[src/sv/torus_curve_waveshaper_unit_macros.svh]
// Assertion macros for the curve waveshaper top level.
// Included by torus_curve_waveshaper_unit.sv; needs clk and rst_n in scope.
`ifndef TORUS_CURVE_WAVESHAPER_UNIT_MACROS_SVH
`define TORUS_CURVE_WAVESHAPER_UNIT_MACROS_SVH

// Condition holds, then the property holds in the same cycle.
`define TCW_ASSERT_IMPLY(name, cond, prop) \
    name: assert property (@(posedge clk) disable iff (!rst_n) (cond) |-> (prop)) \
        else $error("torus_curve_waveshaper_unit: same-cycle check failed");

// Condition holds, then the property holds in the next cycle.
`define TCW_ASSERT_NEXT(name, cond, prop) \
    name: assert property (@(posedge clk) disable iff (!rst_n) (cond) |=> (prop)) \
        else $error("torus_curve_waveshaper_unit: next-cycle check failed");

`endif

[src/sv/tcw_pkg.sv]
// Shared types and constants of the curve waveshaper.
// No dependencies; imported by the shaper, gain and top-level modules.
`default_nettype none
package tcw_pkg;

    localparam int V_W       = 48;
    localparam int SUM_W     = 15;
    localparam int GAIN_W    = 27;
    localparam int DRIVE_W   = 12;
    localparam int DIV1_Q_W  = 18;
    localparam int DIV2_Q_W  = 17;
    localparam int SIN_LAT   = 4;
    localparam int SHAPE_LAT = 1 + DIV1_Q_W + 4 + DIV2_Q_W + 1;

    typedef struct packed {
        logic [SUM_W-1:0]  sum;
        logic [GAIN_W-1:0] gain;
    } shape_cfg_t;

endpackage
`default_nettype wire

[src/sv/tcw_gain.sv]
// Drive gain 1 + d^3/216 in Q24, computed in four register stages.
// Depends on tcw_pkg.
`default_nettype none
module tcw_gain (
    input  logic                         clk,
    input  logic [tcw_pkg::DRIVE_W-1:0]  drive,
    output logic [tcw_pkg::GAIN_W-1:0]   gain
);

    import tcw_pkg::*;

    // Reciprocal of 27 scaled by 2^37, exact for any 32-bit dividend.
    localparam logic [32:0] RECIP27 = 33'd5090331611;

    logic [DRIVE_W-1:0] d_c;
    logic [DRIVE_W-1:0] d1_reg;
    logic [23:0]        dd_reg;
    logic [34:0]        cube;
    logic [31:0]        y_reg;
    logic [48:0]        ph_reg;
    logic [48:0]        pl_reg;
    logic [64:0]        total;
    logic [GAIN_W-1:0]  gain_reg;

    assign d_c  = (drive > 12'd2816) ? 12'd2816 : drive;
    assign cube = 35'(dd_reg) * 35'(d1_reg) + 35'd108;

    always_ff @(posedge clk)
    begin
        d1_reg <= d_c;
        dd_reg <= 24'(d_c) * 24'(d_c);
        y_reg  <= cube[34:3];
        ph_reg <= 49'(y_reg[31:16]) * 49'(RECIP27);
        pl_reg <= 49'(y_reg[15:0]) * 49'(RECIP27);
    end

    assign total = (65'(ph_reg) << 16) + 65'(pl_reg);

    always_ff @(posedge clk)
    begin
        gain_reg <= GAIN_W'(27'd16777216 + 27'(total >> 37));
    end

    assign gain = gain_reg;

endmodule
`default_nettype wire

[config.mk]
export PLATFORM = sky130hd
export DESIGN_NAME = tcw_gain
export DESIGN_NICKNAME = d
export VERILOG_FILES = /design/src/sv/torus_curve_waveshaper_unit_macros.svh /design/src/sv/tcw_pkg.sv /design/src/sv/tcw_gain.sv
export SDC_FILE = /design/constraint.sdc
export NUM_CORES = 2
export LEC_CHECK = 0
export ABC_AREA = 1
export BUFFER_PORTS_ARGS = -buffer_cell sky130_fd_sc_hd__buf_2
export CORE_ASPECT_RATIO = 2
export CORE_MARGIN = 5
export CORE_UTILIZATION = 40
export DETAILED_ROUTE_END_ITERATION = 12
export PLACE_DENSITY = 0.56
export SYNTH_ARGS = -nofsm -noshare
export SYNTH_HDL_FRONTEND = slang
export SYNTH_SLANG_ARGS = --single-unit
[constraint.sdc]
create_clock -name clk -period 8.2 [get_ports clk]
set_input_delay 0 -clock clk [delete_from_list [all_inputs] [get_ports clk]]
set_output_delay 0 -clock clk [all_outputs]
set_load 0.02 [all_outputs]
* Word level (Yosys, flattened, before mapping)
Index checks and enable logic that the tools add are counted.
Word-level totals: bits in registers 192, output and inout bits 27
Cells by class: mux-type cells 1, $lt $le $gt $ge 1, $mul 4, $add $sub $neg 3
Operators by type and width (count):
- $add 64x49->64 | 1
- $mul 16x33->49 const B | 1
- $mul 16x33->48 const B | 1
- $add 35x7->35 const B | 1
- $mul 24x12->35 | 1
- $add 25x27->27 const A | 1
- $mul 12x12->24 | 1
- $gt 12x12->1 const B | 1
- $mux 12 | 1

* Depth between registers and ports, before layout
word-level depth 3, mapped depth 27, depth with buffers taken out 27

* Worst setup path after synthesis
No wires, ideal clock.
path kind reg-to-reg, from register y_reg[7], to register pl_reg[37], slack 3281 ps, arrival 4806 ps, data required time 8087 ps, buffers on the path 0, period minus slack after synthesis 4919 ps, stages on the path, launching flop included 21, cells stage by stage dfxtp_1 fa_1 inv_1 fa_1 inv_1 fa_1 inv_1 fa_1 inv_1 fa_1 inv_1 fa_1 inv_1 ha_1 nand2_1 nor2_1 nand2_1 nor3_1 nand4_1 nand4_1 nand2_1
Between the ends: cells in the longest elaborated chain, start to end 1
RTL lines:
- start: declaration | line tcw_gain.sv:19 | logic [31:0] y_reg;
- start signal: assignment | line tcw_gain.sv:32 | y_reg <= cube[34:3];
- $mul 16x33->49 | line tcw_gain.sv:34 | pl_reg <= 49'(y_reg[15:0]) * 49'(RECIP27);
- end signal: assignment | line tcw_gain.sv:34
- end: declaration | line tcw_gain.sv:21 | logic [48:0] pl_reg;
Every way passes these cells.

* Worst setup path after layout
from register y_reg[20], to register ph_reg[36]
Between the ends: cells in the longest elaborated chain, start to end 1
RTL lines:
- $mul 16x33->48 | line tcw_gain.sv:33 | ph_reg <= 49'(y_reg[31:16]) * 49'(RECIP27);
- end signal: assignment | line tcw_gain.sv:33
- end: declaration | line tcw_gain.sv:20 | logic [48:0] ph_reg;
Every way passes these cells.

==> impl_metrics.yaml <==
cts:
  cts_max_level: 4
  cts.path.max_buffers: 2
  clock_root_buffer: "sky130_fd_sc_hd__clkbuf_16"
  tritoncts_clock_tree: "built"
  numClockSinks: 174
  clk_transition_reported_paths_ps: 80
  numCtsBuffers: 17
  ctsResizeCount: 0
  clk_latency_ps: 540
  buffers_inserted_during_post_cts_setup_optimization: 0
die:
  start_util_pct: 40.2
  placeableCoreArea_um2: 95100
  die_area_um2: 102000
  floorplan.die.height_um: 447
  floorplan.die.width_um: 229
  ios: 40
  fp-row-count: 160
setup_path:
  critPathKind: "register to register"
  critical-path-slowest-cell: "sky130_fd_sc_hd__dfxtp_1"
  timing.critical_path.fanout_max: 6
  cpMostUsedCell: "sky130_fd_sc_hd__fa_1"
  cp.arrival_ps: 6700
  worstRegToRegCells: 16
  endpoint_kind: "register"
  critical_path_depth: 16
  required_ps: 8620
  crit_start: "y_reg[20]$_DFF_P_"
  timing.critical_path.slowest_cell_delay_ps: 660
  cp_num_buf_inv: 2
  worst_r2r_startpoint: "y_reg[20]$_DFF_P_"
  crit_family: "adder cells"
  start_kind: "register"
  crit_path_cell_trace: "fa_1 > inv_1 > fa_1 > fa_1 > inv_1 > fa_1 > fa_1 > fa_1 > ha_1 > nand2_1 > nor2_1 > nand2_1 > nor3_1 > nand3_1 > nand4_1 > nand2_1"
placement:
  hpwl_after_detailed_placement_um: 124000
  gp_congestion: 1.06
  port-buffer-count: 39
run:
  maxCapViolCount: 0
finish:
  finalCoreUtilization_pct: 42.7
  num-fill-cells: 9869
  flip_flop_count_of_the_largest_register_all_copies_and_words_added: 48
  fraction_of_layout_cells_with_a_size_suffix_above_1_pct: 1.76
  layout.cells.most_common_list: "sky130_fd_sc_hd__inv_1 (1457), sky130_fd_sc_hd__nand2_1 (1431), sky130_fd_sc_hd__fa_1 (613)"
  number_of_inserted_diodes: 0
  mostFrequentLayoutCell: "sky130_fd_sc_hd__inv_1"
  area_growth_from_synthesis_to_final_layout_pct: 6.06
  finalNetCount: 6390
timing:
  report.final.setup_viol: 0
  slew_viol_final: 0
  achievable-frequency_ghz: 0.159
  grt_setup_unrepaired: "no"
  worst_slew_pin_slew_ps: 1130
  totalNegativeSetupSlack_ps: 0
  finalHoldViolCount: 0
  post-route-period-util_pct: 76.5
  layout_min_cycle_time_ps: 6280
  fin_worst_skew_ps: 23.8
  worst_slew_margin_rel_pct: 24.6
route:
  drt_pre_antenna_iters: 6
  avgViaCountPerCell: 4.94
  num_vias: 32090
  route.detailed.drc: 0
  wire_per_inst_um: 21.4
  drt_first_iter_violations: 1264
  routed_wirelength_um: 139000
  detail-route-antenna-nets: 0
grt:
  grt_pass1_wl_um: 209000
  gr-total-overflow: 0
  initial_antenna_violation_count: 1
  grt_pass1_vias: 35529
  grt_start_max_net_pins: 33
  track_usage_pct: 27.5
logic_synthesis:
  postSynthRegisterBits: 174
  synth_cells: 5230
  ys_types: 32
  portion_of_the_post_synthesis_area_used_by_sequential_elements_pct: 9.11
  synth.avg_cell_area_um2: 7.31
  synth.cell_area_um2: 38200
  yosysWarningCount: 0
min_path:
  worst_hold_startpoint: "drive[2]"
  number_of_cells_on_the_worst_hold_path: 3
  timing.hold.worst.class: "input port to register"
run_status:
  outcome: "complete, no violations"
## Yosys cell counts
cell,count,share of area (%)
sky130_fd_sc_hd__o211ai_1,2,0.039
sky130_fd_sc_hd__clkbuf_1,50,0.49
sky130_fd_sc_hd__o21ai_0,58,0.76
sky130_fd_sc_hd__o21bai_1,23,0.45
sky130_fd_sc_hd__and2_1,4,0.065
sky130_fd_sc_hd__a31oi_1,4,0.065
sky130_fd_sc_hd__fa_1,613,32
sky130_fd_sc_hd__o21ai_2,2,0.046
sky130_fd_sc_hd__nand2_4,2,0.059
sky130_fd_sc_hd__nor2_1,367,3.6
sky130_fd_sc_hd__a21o_1,8,0.16
sky130_fd_sc_hd__nor2_2,2,0.033
sky130_fd_sc_hd__dfxtp_1,174,9.1
sky130_fd_sc_hd__nor2_4,2,0.059
sky130_fd_sc_hd__nand3b_1,5,0.098
sky130_fd_sc_hd__a211oi_1,1,0.020
sky130_fd_sc_hd__nor3_1,34,0.44
sky130_fd_sc_hd__ha_1,501,16
sky130_fd_sc_hd__and3_1,2,0.033
sky130_fd_sc_hd__nand4_1,61,1.0
sky130_fd_sc_hd__nand2_2,1,0.016
sky130_fd_sc_hd__conb_1,2,0.020
sky130_fd_sc_hd__nand3_1,146,1.9
sky130_fd_sc_hd__a21oi_1,158,2.1
sky130_fd_sc_hd__xor2_1,70,1.6
sky130_fd_sc_hd__xnor2_1,29,0.66
sky130_fd_sc_hd__nor4_1,4,0.065
sky130_fd_sc_hd__a21boi_0,5,0.098
sky130_fd_sc_hd__nand2_1,1431,14
sky130_fd_sc_hd__inv_2,2,0.020
sky130_fd_sc_hd__o21a_1,10,0.20
sky130_fd_sc_hd__inv_1,1457,14
## worst paths after layout
| check | endpoint | slack [ps] |
|---|---|---|
| worst max register to register | ph_reg[36]$_DFF_P_ | 1920 |
| worst min-delay path | d1_reg[2]$_DFF_P_ | 50 |
| worst min register to register | gain[23]$_DFF_P_ | 530 |
| worst max-delay path | ph_reg[36]$_DFF_P_ | 1920 |
## cells by family (layout without fill, tap and decap cells)
logic type	Yosys count	after routing	synth area share, %
xor+xnor	99	99	2.27
flops	174	174	9.11
fa+ha+maj	1114	1114	48.5
buf+inv	1509	1553	14.8
simple gates	2061	2061	21.4
compound gates	271	271	3.90
other cells	2	4	0.0196
## layout make-up
type                            count  area (um2)  share of cell area [%]
Clock inverter                     14         151                   0.373
Clock buffer                       18         429                    1.06
Sequential cell                   174        3480                    8.59
Timing Repair Buffer               62         395                   0.975
Multi-Input combinational cell   3549       29100                    71.8
Inverter                         1459        5480                    13.5
Tap cell                         1215        1520                    3.75
## layer usage
metal  track usage [%]  part of all wire, %
met4              27.9                   13
met3              3.33                  2.8
met5                 0                    0
met2              55.3                   56
met1              21.5                   28
## per-stage QoR
stage | instances | hold WS [ps] | setup WS (ps) | cell area (um2)
5_1_grt | 6491 | 75.0 | 1740 | 40600
3_5_place_dp | 6448 | 247 | 2000 | 39900
3_3_place_gp | 6448 | 259 | 2090 | 39900
4_1_cts | 6491 | 4.97 | 1980 | 40600
6_report | 6491 | 46.0 | 1920 | 40600
2_1_floorplan | 5232 | 72.4 | 3280 | 38300
## repair_timing
item	4_1_cts	5_1_grt
hold buffers	11	0
endpoints found under the hold margin	13	0
endpoints found under the setup margin	0	0
## worst min-delay path, stage by stage
cell and delay, ps:
sky130_fd_sc_hd__buf_2 130, sky130_fd_sc_hd__inv_1 170, sky130_fd_sc_hd__nor2_1 180
Power is not shown: default switching activity piles up to over one toggle a cycle in this logic, so the estimate is an artifact.
