[config.mk]
export PLATFORM = sky130hd
export DESIGN_NAME = tcw_sin
export DESIGN_NICKNAME = d
export VERILOG_FILES = /design/src/sv/torus_curve_waveshaper_unit_macros.svh /design/src/sv/tcw_sin.sv
export SDC_FILE = /design/constraint.sdc
export NUM_CORES = 1
export LEC_CHECK = 0
export BUFFER_PORTS_ARGS = -buffer_cell sky130_fd_sc_hd__buf_2
export CORE_UTILIZATION = 66
export CTS_CLUSTER_DIAMETER = 100
export DETAILED_ROUTE_END_ITERATION = 8
export PLACE_DENSITY = 0.84
export SLEW_MARGIN = 10
export SYNTH_ARGS = -nofsm -noshare
export SYNTH_HDL_FRONTEND = slang
export SYNTH_SLANG_ARGS = --single-unit
[constraint.sdc]
create_clock -name clk -period 10.2 [get_ports clk]
set_clock_uncertainty 0.1 [all_clocks]
set_input_delay 2.04 -clock clk [delete_from_list [all_inputs] [get_ports clk]]
set_output_delay 2.04 -clock clk [all_outputs]
set_load 0.02 [all_outputs]
[src/sv/torus_curve_waveshaper_unit_macros.svh]
// Assertion macros for the curve waveshaper top level.
// Included by torus_curve_waveshaper_unit.sv; needs clk and rst_n in scope.
`ifndef TORUS_CURVE_WAVESHAPER_UNIT_MACROS_SVH
`define TORUS_CURVE_WAVESHAPER_UNIT_MACROS_SVH

// Condition holds, then the property holds in the same cycle.
`define TCW_ASSERT_IMPLY(name, cond, prop) \
    name: assert property (@(posedge clk) disable iff (!rst_n) (cond) |-> (prop)) \
        else $error("torus_curve_waveshaper_unit: same-cycle check failed");

// Condition holds, then the property holds in the next cycle.
`define TCW_ASSERT_NEXT(name, cond, prop) \
    name: assert property (@(posedge clk) disable iff (!rst_n) (cond) |=> (prop)) \
        else $error("torus_curve_waveshaper_unit: next-cycle check failed");

`endif

[src/sv/tcw_sin.sv]
// Pipelined Q14 sine from a 16-bit angle, quarter-wave polynomial, four stages.
// No dependencies.
`default_nettype none
module tcw_sin #(
    parameter int TRIG_BITS = 10
) (
    input  logic               clk,
    input  logic [15:0]        angle,
    output logic signed [15:0] value
);

    localparam logic [15:0] KEEP = 16'hFFFF << (16 - TRIG_BITS);

    logic [15:0] ang_m;
    logic [14:0] x_next;
    logic [14:0] x1_reg;
    logic [29:0] xsq_reg;
    logic        neg1_reg;

    logic [14:0] x2_next;
    logic [24:0] cprod;
    logic [13:0] t_next;
    logic [14:0] x2_reg;
    logic [14:0] xb_reg;
    logic [13:0] t_reg;
    logic        neg2_reg;

    logic [28:0] p3;
    logic [14:0] u_next;
    logic [14:0] u_reg;
    logic [14:0] xc_reg;
    logic        neg3_reg;

    logic [29:0] p4;
    logic [15:0] s_mag;
    logic signed [15:0] value_reg;

    always_comb
    begin
        ang_m  = angle & KEEP;
        x_next = ang_m[14] ? 15'(15'd16384 - {1'b0, ang_m[13:0]}) : {1'b0, ang_m[13:0]};
    end

    always_ff @(posedge clk)
    begin
        x1_reg   <= x_next;
        xsq_reg  <= 30'(x_next) * 30'(x_next);
        neg1_reg <= ang_m[15];
    end

    always_comb
    begin
        x2_next = 15'((xsq_reg + 30'd8192) >> 14);
        cprod   = 25'(x2_next) * 25'd1160;
        t_next  = 14'(14'd10512 - 14'((cprod + 25'd8192) >> 14));
    end

    always_ff @(posedge clk)
    begin
        x2_reg   <= x2_next;
        xb_reg   <= x1_reg;
        t_reg    <= t_next;
        neg2_reg <= neg1_reg;
    end

    always_comb
    begin
        p3     = 29'(x2_reg) * 29'(t_reg);
        u_next = 15'(15'd25736 - 15'((p3 + 29'd8192) >> 14));
    end

    always_ff @(posedge clk)
    begin
        u_reg    <= u_next;
        xc_reg   <= xb_reg;
        neg3_reg <= neg2_reg;
    end

    always_comb
    begin
        p4    = 30'(xc_reg) * 30'(u_reg);
        s_mag = 16'((p4 + 30'd8192) >> 14);
    end

    always_ff @(posedge clk)
    begin
        value_reg <= neg3_reg ? -$signed(s_mag) : $signed(s_mag);
    end

    assign value = value_reg;

endmodule
`default_nettype wire

* Word-level counts from Yosys, hierarchy flattened
Cells that the tools add are included.
** Word-level totals
- Register bits after elaboration :: 137
- Input port bits :: 17
- Output and inout bits :: 16
- Word-level logic and storage cells :: 25
** Cells by class
- Add/sub/neg operators :: 8
- Multiply operators :: 4
- Mux-type cells :: 2
** Operators by type and width (number)
- adder 29 x 14 -> 29 bit (second input constant) :: 2
- adder 30 x 14 -> 30 bit (second input constant) :: 1
- multiplier 15 x 15 -> 30 bit :: 1
- multiplier 15 x 14 -> 29 bit :: 1
- multiplier 15 x 15 -> 29 bit :: 1
- adder 25 x 14 -> 25 bit (second input constant) :: 1
- multiplier 15 x 8 -> 22 bit (second input constant) :: 1
- 2-to-1 mux 16 bit :: 1
- negation 16 bit :: 1
- 2-to-1 mux 15 bit :: 1
- subtractor 15 x 14 -> 15 bit (first input constant) :: 1
- subtractor 15 bit (first input constant) :: 1
- subtractor 14 x 11 -> 14 bit (first input constant) :: 1

* Longest topological paths before layout
Gate-level depths: netlist (run 1).
- Depth after elaboration :: 4
- Gate-level depth with buffers :: 31
- Mapped depth without buffers :: 31

* Worst setup path after synthesis (run 1)
Ideal clock, no wire load.
- Kind :: input to register
- Start point :: input angle[9]
- End point :: register xsq_reg[28]
- Library setup time :: 0.072 ns
- Data arrival time :: 7.723 ns
- Data required time :: 10.028 ns
- Path slack :: 2.305 ns
- Stages on the path :: 26
- Buffers on the path :: 0
- Cells stage by stage :: or3_1 -> nor2_1 -> nand2_1 -> nand2_1 -> xor2_1 -> nor2_1 -> fa_1 -> inv_1 -> fa_1 -> fa_1 -> fa_1 -> inv_1 -> ha_1 -> ha_1 -> fa_1 -> a21oi_1 -> nor2_1 -> nor2_1 -> o21bai_1 -> a21oi_1 -> nor2b_1 -> o21a_1 -> nor2_1 -> o21bai_1 -> a21oi_1 -> xnor2_1
** On the way
- Word-level cells in the longest chain between the ends :: 3
** RTL lines
- start, declared :: RTL line tcw_sin.sv:8 : input logic [15:0] angle,
- subtractor 15 x 14 -> 15 bit :: RTL line tcw_sin.sv:41 : x_next = ang_m[14] ? 15'(15'd16384 - {1'b0, ang_m[13:0]}) : {1'b0, ang_m[13:0]};
- 2-to-1 mux 15 bit * :: RTL line tcw_sin.sv:41
- multiplier 15 x 15 -> 29 bit * :: RTL line tcw_sin.sv:47 : xsq_reg <= 30'(x_next) * 30'(x_next);
- end signal, assigned :: RTL line tcw_sin.sv:47
- end, declared :: RTL line tcw_sin.sv:17 : logic [29:0] xsq_reg;
Mark *: on every way between the ends. The rest lies on a longest branch, timed or not.

* Worst setup path in the final report (run 1)
- Start point :: input angle[6]
- End point :: register xsq_reg[28]
The elaborated chain is that of the path after synthesis.

==> results of run 1 <==
through the flow:
| stage | cell area, µm² | hold slack [ps] |
|---|---|---|
| after floorplan | 18100 | 210 |
| after global placement | 18400 | 210 |
| after detailed placement | 18400 | 212 |
| after CTS | 18700 | 229 |
| after global routing | 18700 | 236 |
| final | 18700 | 230 |
cell type report:
type | count | area, µm² | share of cell area (%)
clock buffer | 9 | 225 | 1.20
clock inverter | 7 | 97.6 | 0.521
inverter | 426 | 1600 | 8.54
multi-input combinational | 1429 | 14200 | 75.7
sequential | 103 | 2060 | 11.0
tap | 341 | 427 | 2.28
timing repair buffer | 27 | 138 | 0.735
worst max-delay path by stage:
stage | start | endpoint | slack (ps) | cells past startpoint
2_1_floorplan | angle[9] | xsq_reg[28]$_DFF_P_ | 2310 | 26
3_3_place_gp | angle[6] | xsq_reg[28]$_DFF_P_ | 1680 | 27
3_5_place_dp | angle[6] | xsq_reg[28]$_DFF_P_ | 1420 | 27
4_1_cts | angle[6] | xsq_reg[28]$_DFF_P_ | 1780 | 27
5_1_grt | angle[6] | xsq_reg[28]$_DFF_P_ | 1320 | 27
6_report | angle[6] | xsq_reg[28]$_DFF_P_ | 1750 | 27
cell usage after synthesis (11+ instances only):
library cell	count
xor2_1	32
nand3_1	15
nor3_1	22
fa_1	271
ha_1	303
clkbuf_1	55
dfxtp_1	103
inv_1	425
o21ai_0	25
o21bai_1	11
a21oi_1	53
nand2_1	223
xnor2_1	64
and2_1	158
nor2_1	80
layer usage:
metal | up-vias | share of wire, % | routed length [µm] | GRT usage [%]
met5 | - | 0 | 0 | 0
met4 | 0 | 2.8 | 1030 | 10.1
met3 | 109 | 5.3 | 1910 | 4.51
met2 | 410 | 52 | 18700 | 51.1
met1 | 6441 | 40 | 14600 | 33.2
li1 | 6226 | - | - | -
logic make-up (layout without fill, tap and decap cells):
group | Yosys count | in the layout | share of synthesized area [%]
xor gates and xnor gates | 97 | 97 | 4.79
buffers and inverters | 484 | 469 | 10.1
muxes | 9 | 9 | 0.534
adders and majority gates | 574 | 574 | 51.1
DFF | 103 | 103 | 11.4
and+or+nand+nor | 563 | 563 | 15.3
AOI/OAI and AO/OA | 181 | 181 | 6.68
other | 1 | 5 | 0.0208
worst max-delay path: stages:
cell	delay (ps)
buf_2	140
clkinv_1	280
ha_1	360
nand2_1	70
nand2_1	60
xor2_1	620
nor2_1	200
fa_1	570
inv_1	50
fa_1	520
fa_1	440
fa_1	550
inv_1	40
ha_1	290
ha_1	340
fa_1	470
a21oi_1	140
nor2_1	60
nor2_1	180
o21bai_1	90
a21oi_1	240
nor2b_1	80
o21a_1	180
nor2_1	180
o21bai_1	120
a21oi_1	190
xnor2_1	140
==> impl_metrics.tcl, run 1 <==
set metrics [dict create \
    outcome "finished clean" \
    r2r_cells 23 \
    first_iter_violations 754 \
    worst_slew_pin_slew_ps 1060 \
    cts_tree "built" \
    start_kind "primary input" \
    first_pass_iters 5 \
    diodes 0 \
    coreArea_mm2 0.0269 \
    die_y_um 167 \
    root_buffer "clkbuf_16" \
    post-route-util_pct 69.6 \
    layout_commonest_cell "inv_1" \
    holdBufCountCts 0 \
    stdcell_count 2342 \
    hold_class "flip-flop to flip-flop" \
    async_reset_ff_share_pct 0 \
    seq_area_frac_synth_pct 11.4 \
    synth_top_area_share_pct 30.1 \
    hp-start "xb_reg[13]$_DFF_P_" \
    ios 33 \
    synth_area_mm2 0.0180 \
    path_class "primary input to flip-flop" \
    htreeDepth 3 \
    min_to "xc_reg[13]$_DFF_P_" \
    cts.repair.resized 0 \
    drt_wl_total_mm 36.3 \
    worst-endpoint-required_ps 10400 \
    drc 0 \
    die_area_mm2 0.0280 \
    cp_max_fo 9 \
    io_buffers 26 \
    vias 13186 \
    syn_inst 2012 \
    dp_hpwl_mm 29.9 \
    placed_cells 2326 \
    r2r_start "t_reg[7]$_DFF_P_" \
    relSlewSlack_pct 29.0 \
    ant_nets 0 \
    finalSetupViolations 0 \
    synthTopCellsByArea "fa_1 30%, ha_1 21%, dfxtp_1 11%, inv_1 8.8%, and2_1 5.5%" \
    row_count 60 \
    grt_overflow 0 \
    crit_arrival_ps 8640 \
    grt_use_total_pct 28.0 \
    first_global_vias 14255 \
    drv_slew 0 \
    place_congestion 0.868 \
    synth_flop_cell "dfxtp_1" \
    synth_edf_count 0 \
    fin_crit_sh_pct 82.8 \
    clkSlewWorstSetupHoldPaths_ps 80 \
    r2r-end "u_reg[14]$_DFF_P_" \
    cts_setup_buffers 0 \
    area_delta_synth_final_pct 3.75 \
    ys_warn_count 0 \
    finalHoldViolCount 0 \
    clk_latency_ps 360 \
    initial_core_util_pct 67.1 \
    fin_crit_ps 8450 \
    grt_first_pass_wirelength_mm 64.1 \
    die_x_um 167 \
    synthDistinctLibCells 78 \
    drive_gt1_share_pct 3.25 \
    n_fill_cell 1948 \
    fin_nets 2587 \
    rsz0062_at_grt "no" \
    cp-end-kind "flip-flop" \
    numCtsBuffers 9 \
    cts_max_path_buffers 2 \
    pre_cts_slack_ps 1420 \
    cts_sinks 103 \
    wl_per_cell_um 15.5 \
    holdPathStages 0 \
    fin_tns_setup_ps 0 \
    max_freq_mhz 118 \
    final_cell_mix "425 x inv_1, 303 x ha_1, 271 x fa_1" \
    synth_top_area_cell "fa_1" \
    setup_ws_ps 1750 \
    reg2reg_slack_ps 2410 \
    avgSynthCellArea_um2 8.97 \
    via_per_inst 5.63 \
    antenna_found_initial 0 \
    cap_violations 0 \
    ys_seq_elements 103 \
    grt_max_degree 21 \
]
Power of run 1 is not shown: default switching activity piles up to over one toggle a cycle in this logic, so the estimate is an artifact.
==> run 2, diff against run 1 <==
--- a/config.mk
+++ b/config.mk
@@ -6,10 +6,10 @@
 export NUM_CORES = 1
 export LEC_CHECK = 0
 export BUFFER_PORTS_ARGS = -buffer_cell sky130_fd_sc_hd__buf_2
-export CORE_UTILIZATION = 66
+export CORE_UTILIZATION = 60
 export CTS_CLUSTER_DIAMETER = 100
 export DETAILED_ROUTE_END_ITERATION = 8
-export PLACE_DENSITY = 0.84
+export PLACE_DENSITY = 0.81
 export SLEW_MARGIN = 10
 export SYNTH_ARGS = -nofsm -noshare
 export SYNTH_HDL_FRONTEND = slang
==> constraint.sdc (replaced) <==
create_clock -name clk -period 7.55 [get_ports clk]
set_clock_uncertainty 0.1 [all_clocks]
set_input_delay 1.51 -clock clk [delete_from_list [all_inputs] [get_ports clk]]
set_output_delay 1.51 -clock clk [all_outputs]
set_load 0.02 [all_outputs]
==> run 2 against run 1 <==
Design area up 2.0%. Critical path type is now flip-flop to flip-flop. Highest routed layer unchanged. Worst setup slack worse by 1500 ps. Utilization shrank 5.2 points.
==> impl_metrics.tcl, run 2 (synthesis results as in run 1) <==
set metrics [dict create \
    drt_wl_total_mm 35.3 \
    die_x_um 175 \
    worst_slew_pin_slew_ps 669 \
    cts_max_path_buffers 2 \
    cts_setup_buffers 0 \
    antenna_found_initial 0 \
    holdBufCountCts 0 \
    first_global_vias 13758 \
    initial_core_util_pct 60.9 \
    cts.repair.resized 0 \
    root_buffer "clkbuf_16" \
    path_class "flip-flop to flip-flop" \
    grt_first_pass_wirelength_mm 61.1 \
    wl_per_cell_um 14.5 \
    crit_path_top_delay_cell "fa_1" \
    grt_use_total_pct 24.2 \
    diodes 0 \
    layout_commonest_cell "inv_1" \
    cts_tree "built" \
    max_freq_mhz 137 \
    drc 0 \
    ios 33 \
    fin_crit_ps 7280 \
    first_iter_violations 649 \
    clk_latency_ps 360 \
    coreArea_mm2 0.0296 \
    grt_overflow 0 \
    area_delta_synth_final_pct 5.78 \
    relSlewSlack_pct 55.1 \
    worst-endpoint-required_ps 7730 \
    vias 13175 \
    start_kind "flip-flop" \
    drive_gt1_share_pct 5.53 \
    die_area_mm2 0.0308 \
    crit_buf_inv 6 \
    first_pass_iters 5 \
    die_y_um 175 \
    grt_max_degree 21 \
    place_congestion 0.885 \
    finalHoldViolCount 0 \
    fin_crit_sh_pct 96.5 \
    finalSetupViolations 0 \
    hold-worst-slack_ps 228 \
    cp_max_fo 9 \
    drv_slew 0 \
    row_count 63 \
    cap_violations 0 \
    clkSlewWorstSetupHoldPaths_ps 70 \
    outcome "finished clean" \
    crit_arrival_ps 7470 \
    numCtsBuffers 9 \
    final_cell_mix "425 x inv_1, 303 x ha_1, 271 x fa_1" \
    via_per_inst 5.42 \
    ant_nets 0 \
    fin_nets 2628 \
    htreeDepth 3 \
    cts_sinks 103 \
    hold_class "flip-flop to flip-flop" \
    rsz0062_at_grt "no" \
    io_buffers 26 \
    dp_hpwl_mm 30.6 \
    cp_slowest_stage_delay_ps 540 \
    crit_family "adder cells" \
    cp-end-kind "flip-flop" \
]
## run 2: changes by cell type in the layout (fill, tap and decap cells not counted), moves of 2 or more
cell,before,now
buf_4,1,42
inv_6,1,3
dfxtp_1,103,100
dfxtp_2,0,3
inv_8,3,1
## run 2: routing by layer
metal	GRT usage [%]	part of all wire, %	vias up
li1	-	-	6317
met1	29.0	42	6433
met2	44.4	51	338
met3	2.99	4.0	87
met4	8.84	2.9	0
met5	0	0	-
## run 2: cell type report
cell class,instances,area (µm²)
sequential,103,2070
multi-input combinational,1429,14200
clock buffer,10,239
timing repair buffer,68,445
clock inverter,6,61.3
inverter,426,1600
tap,390,488
fill,2335,10600
## run 2: metrics by stage
step                      setup TNS (ps)  cells  instance area (µm²)  setup slack, ps  utilization, %
after global placement                 0   2416                18800             56.5            63.3
after floorplan                        0   2016                18100              185               -
after detailed placement           -33.7   2416                18800            -33.7            63.3
after global routing                   0   2432                19100            0.469            64.4
final                                  0   2432                19100              265            64.4
after CTS                              0   2432                19100              194            64.3
## run 2: worst paths after layout
path,start,to,slack (ps),depth (start not counted)
hold reg to reg,x1_reg[11]$_DFF_P_,xb_reg[11]$_DFF_P_,230,0
setup reg to reg,u_reg[5]$_DFF_P_,value[14]$_DFF_P_,270,25
hold / removal,x1_reg[11]$_DFF_P_,xb_reg[11]$_DFF_P_,230,0
setup / recovery,u_reg[5]$_DFF_P_,value[14]$_DFF_P_,270,25
Power of run 2 is left out for the same reason.
